--- config.mk ---
export PLATFORM = sky130hd
export DESIGN_NAME = cc20_core
export DESIGN_NICKNAME = d
export VERILOG_FILES = /design/src/hw/rtl/cc20_pkg.sv /design/src/hw/rtl/cc20_qr.sv /design/src/hw/rtl/cc20_core.sv
export SDC_FILE = /design/constraint.sdc
export NUM_CORES = 2
export LEC_CHECK = 0
export BUFFER_PORTS_ARGS = -buffer_cell sky130_fd_sc_hd__buf_4
export CORE_UTILIZATION = 28
export DETAILED_ROUTE_END_ITERATION = 6
export PLACE_DENSITY = 0.5
export REMOVE_ABC_BUFFERS = 1
export SKIP_LAST_GASP = 1
export SYNTH_ARGS = -nofsm -noshare
export SYNTH_HDL_FRONTEND = slang
export SYNTH_SLANG_ARGS = --single-unit
--- constraint.sdc ---
create_clock -name clk -period 13.7 [get_ports clk]
set_clock_uncertainty 0.1 [all_clocks]
set_input_delay 1.37 -clock clk [delete_from_list [all_inputs] [get_ports clk]]
set_output_delay 1.37 -clock clk [all_outputs]
set_load 0.05 [all_outputs]
--- src/hw/rtl/cc20_pkg.sv ---
// Shared types and constants for the ChaCha20 stream cipher.
// No dependencies; used by cc20_core, the top level and the testbench.
package cc20_pkg;

    localparam int unsigned DOUBLE_ROUNDS_DEF = 10;
    localparam int unsigned BLOCK_BYTES       = 64;
    localparam int unsigned CFG_IDX_W         = 3;

    localparam logic [31:0] SIGMA_0 = 32'h61707865;
    localparam logic [31:0] SIGMA_1 = 32'h3320646e;
    localparam logic [31:0] SIGMA_2 = 32'h79622d32;
    localparam logic [31:0] SIGMA_3 = 32'h6b206574;

    // configuration register indexes
    localparam logic [CFG_IDX_W-1:0] CFG_KEY_PART_0 = 3'd0;
    localparam logic [CFG_IDX_W-1:0] CFG_KEY_PART_1 = 3'd1;
    localparam logic [CFG_IDX_W-1:0] CFG_KEY_PART_2 = 3'd2;
    localparam logic [CFG_IDX_W-1:0] CFG_KEY_PART_3 = 3'd3;
    localparam logic [CFG_IDX_W-1:0] CFG_NONCE_LOW  = 3'd4;
    localparam logic [CFG_IDX_W-1:0] CFG_NONCE_HIGH = 3'd5;

    typedef enum logic [1:0] {
        ST_IDLE,
        ST_APPLY,
        ST_GEN,
        ST_OUT
    } state_t;

    // block generation request to the round core
    typedef struct packed {
        logic         start;
        logic [31:0]  counter;
        logic [255:0] key;
        logic [95:0]  nonce;
    } core_req_t;

    // finished keystream block from the round core
    typedef struct packed {
        logic         done;
        logic [511:0] block;
    } core_rsp_t;

endpackage

--- src/hw/rtl/cc20_qr.sv ---
// One quarter-round lane: half a quarter round per cycle, phase selects which half.
// Depends on nothing outside this file.
module cc20_qr
(
    input  logic        phase,
    input  logic [31:0] a,
    input  logic [31:0] b,
    input  logic [31:0] c,
    input  logic [31:0] d,
    output logic [31:0] a_out,
    output logic [31:0] b_out,
    output logic [31:0] c_out,
    output logic [31:0] d_out
);

    function automatic logic [31:0] rotl(input logic [31:0] x, input int unsigned n);
        return (x << n) | (x >> (32 - n));
    endfunction

    logic [31:0] dx;
    logic [31:0] bx;

    always_comb
    begin
        a_out = a + b;
        dx    = d ^ a_out;
        d_out = phase ? rotl(dx, 8) : rotl(dx, 16);
        c_out = c + d_out;
        bx    = b ^ c_out;
        b_out = phase ? rotl(bx, 7) : rotl(bx, 12);
    end

endmodule

--- src/hw/rtl/cc20_core.sv ---
// Keystream block generator: four quarter-round lanes over the 16 state words,
// then the merge of the initial state. Depends on cc20_pkg and cc20_qr.
module cc20_core
#(
    parameter int unsigned DOUBLE_ROUNDS = cc20_pkg::DOUBLE_ROUNDS_DEF
)
(
    input  logic                clk,
    input  logic                rst_n,
    input  cc20_pkg::core_req_t req,
    output cc20_pkg::core_rsp_t rsp
);

    // column half 0, column half 1, diagonal half 0, diagonal half 1
    localparam int unsigned STEPS  = DOUBLE_ROUNDS * 4;
    localparam int unsigned STEP_W = $clog2(STEPS);
    localparam logic [STEP_W-1:0] LAST_STEP = STEP_W'(STEPS - 1);

    logic [31:0] words_reg [16];
    logic [31:0] words_next [16];
    logic [31:0] init_reg [16];
    logic [31:0] init_w [16];
    logic        busy_reg, busy_next;
    logic        done_reg, done_next;
    logic [STEP_W-1:0] step_reg, step_next;

    logic [31:0] la [4];
    logic [31:0] lb [4];
    logic [31:0] lc [4];
    logic [31:0] ld [4];
    logic [31:0] oa [4];
    logic [31:0] ob [4];
    logic [31:0] oc [4];
    logic [31:0] od [4];

    logic diag;
    assign diag = step_reg[1];

    always_comb
    begin
        init_w[0] = cc20_pkg::SIGMA_0;
        init_w[1] = cc20_pkg::SIGMA_1;
        init_w[2] = cc20_pkg::SIGMA_2;
        init_w[3] = cc20_pkg::SIGMA_3;
        for (int i = 0; i < 4; i++)
        begin
            init_w[4 + 2 * i] = req.key[64 * i +: 32];
            init_w[5 + 2 * i] = req.key[64 * i + 32 +: 32];
        end
        init_w[12] = req.counter;
        init_w[13] = req.nonce[31:0];
        init_w[14] = req.nonce[63:32];
        init_w[15] = req.nonce[95:64];
    end

    for (genvar k = 0; k < 4; k++)
    begin : g_lane
        assign la[k] = words_reg[k];
        assign lb[k] = diag ? words_reg[4 + ((k + 1) & 3)]  : words_reg[4 + k];
        assign lc[k] = diag ? words_reg[8 + ((k + 2) & 3)]  : words_reg[8 + k];
        assign ld[k] = diag ? words_reg[12 + ((k + 3) & 3)] : words_reg[12 + k];

        cc20_qr u_qr
        (
            .phase (step_reg[0]),
            .a     (la[k]),
            .b     (lb[k]),
            .c     (lc[k]),
            .d     (ld[k]),
            .a_out (oa[k]),
            .b_out (ob[k]),
            .c_out (oc[k]),
            .d_out (od[k])
        );
    end

    always_comb
    begin
        words_next = words_reg;
        busy_next  = busy_reg;
        step_next  = step_reg;
        done_next  = 1'b0;
        if (req.start)
        begin
            words_next = init_w;
            busy_next  = 1'b1;
            step_next  = '0;
        end
        else if (busy_reg)
        begin
            for (int k = 0; k < 4; k++)
            begin
                words_next[k] = oa[k];
                if (diag)
                begin
                    words_next[4 + ((k + 1) & 3)]  = ob[k];
                    words_next[8 + ((k + 2) & 3)]  = oc[k];
                    words_next[12 + ((k + 3) & 3)] = od[k];
                end
                else
                begin
                    words_next[4 + k]  = ob[k];
                    words_next[8 + k]  = oc[k];
                    words_next[12 + k] = od[k];
                end
            end
            step_next = step_reg + 1'b1;
            if (step_reg == LAST_STEP)
            begin
                busy_next = 1'b0;
                done_next = 1'b1;
            end
        end
    end

    // round words and initial state are payload: no reset
    always_ff @(posedge clk)
    begin
        words_reg <= words_next;
        if (req.start)
        begin
            init_reg <= init_w;
        end
    end

    always_ff @(posedge clk or negedge rst_n)
    begin
        if (!rst_n)
        begin
            busy_reg <= 1'b0;
            done_reg <= 1'b0;
            step_reg <= '0;
        end
        else
        begin
            busy_reg <= busy_next;
            done_reg <= done_next;
            step_reg <= step_next;
        end
    end

    // merge: add the initial state back, word by word
    always_comb
    begin
        rsp.done = done_reg;
        for (int i = 0; i < 16; i++)
        begin
            rsp.block[32 * i +: 32] = words_reg[i] + init_reg[i];
        end
    end

endmodule

==> impl_metrics.csv <==
group,metric,value,unit
floorplan,die_w,528.2,um
timing,slew_violations,4,
timing,fin_tns_setup,0,ns
critical_path,start_kind,"flop",
synthesis,netlist_instances,8417,
routing,viasPerCell,5.681,
global_route,track_usage,33.82,%
floorplan,coreArea,0.2746,mm^2
synthesis,synthFlopType,"edfxtp_1",
synthesis,synth_seq_area_share,33.31,%
place,port_buffers,899,
clock_tree,post_cts_buffers,0,
routing,wl_per_cell,37.44,um
routing,drt_iter0_drc,8436,
cells_and_area,num-fill-cells,28470,
timing,setup_viol,0,
clock_tree,root_buffer,"clkbuf_16",
timing,worst_slew_pin_slew,1.617,ns
cells_and_area,utilization,33.98,%
routing,vias,74450,
cells_and_area,nNetsFinal,10320,
floorplan,num_rows,192,
global_route,grt_first_pass_wirelength,634400,um
floorplan,die_h,528.2,um
cells_and_area,areaGrowthSynthToFinish,20.36,%
run_status,status,"complete, but fails checks",
clock_tree,cts_buffer_depth,3,
synthesis,synth_edf_count,768,
global_route,antenna_found_initial,64,
timing,fin_crit,12.98,ns
floorplan,initial_core_util,28.23,%
floorplan,die_area,0.2790,mm^2
timing,rsz0062_at_grt,"false",
critical_path,crit_path_top_delay_cell,"o21ai_0",
clock_tree,clk_latency,0.82,ns
critical_path,crit_path_end_kind,"flop",
critical_path,critPathKind,"reg -> reg",
place,hpwlAfterDp,417200,um
run_status,violations,"DRC, capacitance limit, slew limit",
place,routabilityCongestion,1.035,
synthesis,syn-cell-area,0.07752,mm^2
clock_tree,clk_pin_slew,0.07,ns
timing,fin_crit_sh,94.74,%
timing,max_freq,77.04,MHz
timing,worst_slack,0.7203,ns
synthesis,synthTopCellsByArea,"edfxtp_1, ha_1, mux2i_1, xnor2_1, o21ai_0",
synthesis,synth_common_cells,"nand2_1, nor2_1, edfxtp_1",
synthesis,synth_cell_type_count,109,
global_route,grt_max_degree,143,
critical_path,worstPathRequired,14.15,ns
global_route,overflow,0,
floorplan,io_pins,900,
clock_tree,cts_tree,"done",
flow_run,max-cap-violations,1,
critical_path,crit_path_max_incr_delay,0.96,ns
clock_tree,cts_hold_buf,0,
synthesis,avgSynthCellArea,9.210,um^2
synthesis,ys_ff_latch,904,
routing,drt_wl_total,490700,um
synthesis,synth_top_area_cell,"edfxtp_1",
place,pre_cts_slack,1.153,ns
synthesis,synth_top_area_share,29.75,%
clock_tree,cts_resized,0,
clock_tree,clkSinkCount,904,
critical_path,critPathMaxFanout,4,
cells_and_area,drive_gt1_share,17.18,%
clock_tree,cts_buffers,118,
global_route,grt_pass1_vias,70220,
routing,remaining_drc_errors,13,
routing,antenna_left,0,
critical_path,critPathArrivalTime,13.43,ns
synthesis,yosys_warnings,0,
timing,hold_viol_final,0,
synthesis,async_flop_share,0.8850,%
critical_path,rrSetupSlack,0.72,ns
synthesis,yosysMostFrequentCell,"nand2_1",
min_path,hp-class,"in -> async",
clock_tree,cts-htree-levels,3,
timing,slew-limit-headroom,-10.88,%
routing,first_pass_iters,7,
==> cell usage in the layout (no fill, tap or decap), types with 258 or more instances in the layout <==
cell type	instances
xor2_1	307
nor2_1	799
mux2i_1	630
nand2_1	823
inv_1	258
buf_4	1066
a21oi_1	473
o21ai_0	624
edfxtp_1	768
xnor2_1	604
ha_1	619
==> worst paths after layout <==
kind | to | cells after the start | start
setup / recovery | words_reg[292]$_DFFE_PP_ | 32 | words_reg[321]$_DFFE_PP_
max in group asynchronous | step_reg[1]$_DFFE_PN0P_ | 1 | rst_n
hold reg to reg | la[34]$_SDFFE_PP0P_ | 2 | la[34]$_SDFFE_PP0P_
hold / removal | step_reg[0]$_DFFE_PN0P_ | 1 | rst_n
min in group clk | la[34]$_SDFFE_PP0P_ | 2 | la[34]$_SDFFE_PP0P_
setup reg to reg | words_reg[292]$_DFFE_PP_ | 32 | words_reg[321]$_DFFE_PP_
==> area by class of cell <==
| cell class | count | area [um^2] | share of cell area (%) |
|---|---|---|---|
| multi-input cells | 6939 | 49680 | 53.25 |
| flip-flops and latches | 904 | 25840 | 27.69 |
| repair buffers | 1073 | 8129 | 8.712 |
| well taps | 3686 | 4612 | 4.943 |
| clock buffers | 152 | 3184 | 3.413 |
| inverters | 262 | 1011 | 1.084 |
| clock inverters | 69 | 797.0 | 0.8542 |
| diodes | 21 | 52.55 | 0.05632 |
==> routing by layer <==
metal | vias to the layer above | GRT usage (%) | part of all wire (%)
li1 | 32570 | - | -
met1 | 37360 | 43.86 | 42
met4 | 22 | 19.25 | 6.4
met5 | - | 0 | 0.031
met3 | 670 | 4.364 | 6.7
met2 | 3828 | 53.98 | 45
==> critical path: cells and delay by family (launching register included) <==
| kind | cells | cell delay [ns] |
|---|---|---|
| xor+xnor | 4 | 1.71 |
| mux | 1 | 0.42 |
| flops | 1 | 0.87 |
| fa+ha+maj | 2 | 0.82 |
| buf+inv | 2 | 0.69 |
| simple gates | 7 | 1.78 |
| compound gates | 16 | 6.26 |
==> logic make-up after synthesis <==
| kind of cell | Yosys count | share of synthesized area (%) |
|---|---|---|
| AOI/OAI and AO/OA | 2004 | 16.35 |
| xor gates and xnor gates | 929 | 10.76 |
| adders and majority gates | 643 | 10.56 |
| buffers and inverters | 574 | 2.841 |
| DFF | 904 | 33.31 |
| muxes | 890 | 11.87 |
| and+or+nand+nor | 2473 | 14.31 |
==> through the flow <==
stage | instance area [um^2] | instances | hold slack, ns
final | 93310 | 13110 | 0.2922
after detailed placement | 89270 | 12860 | 0.4504
after floorplan | 76300 | 8105 | 0.3898
after global placement | 89240 | 12860 | 0.4434
after CTS | 93250 | 13090 | 0.2354
after global routing | 93260 | 13090 | 0.2862
Power is left out: the tool's default activity adds up to more than one toggle a clock period on the data nets, which glitch-free logic cannot reach.
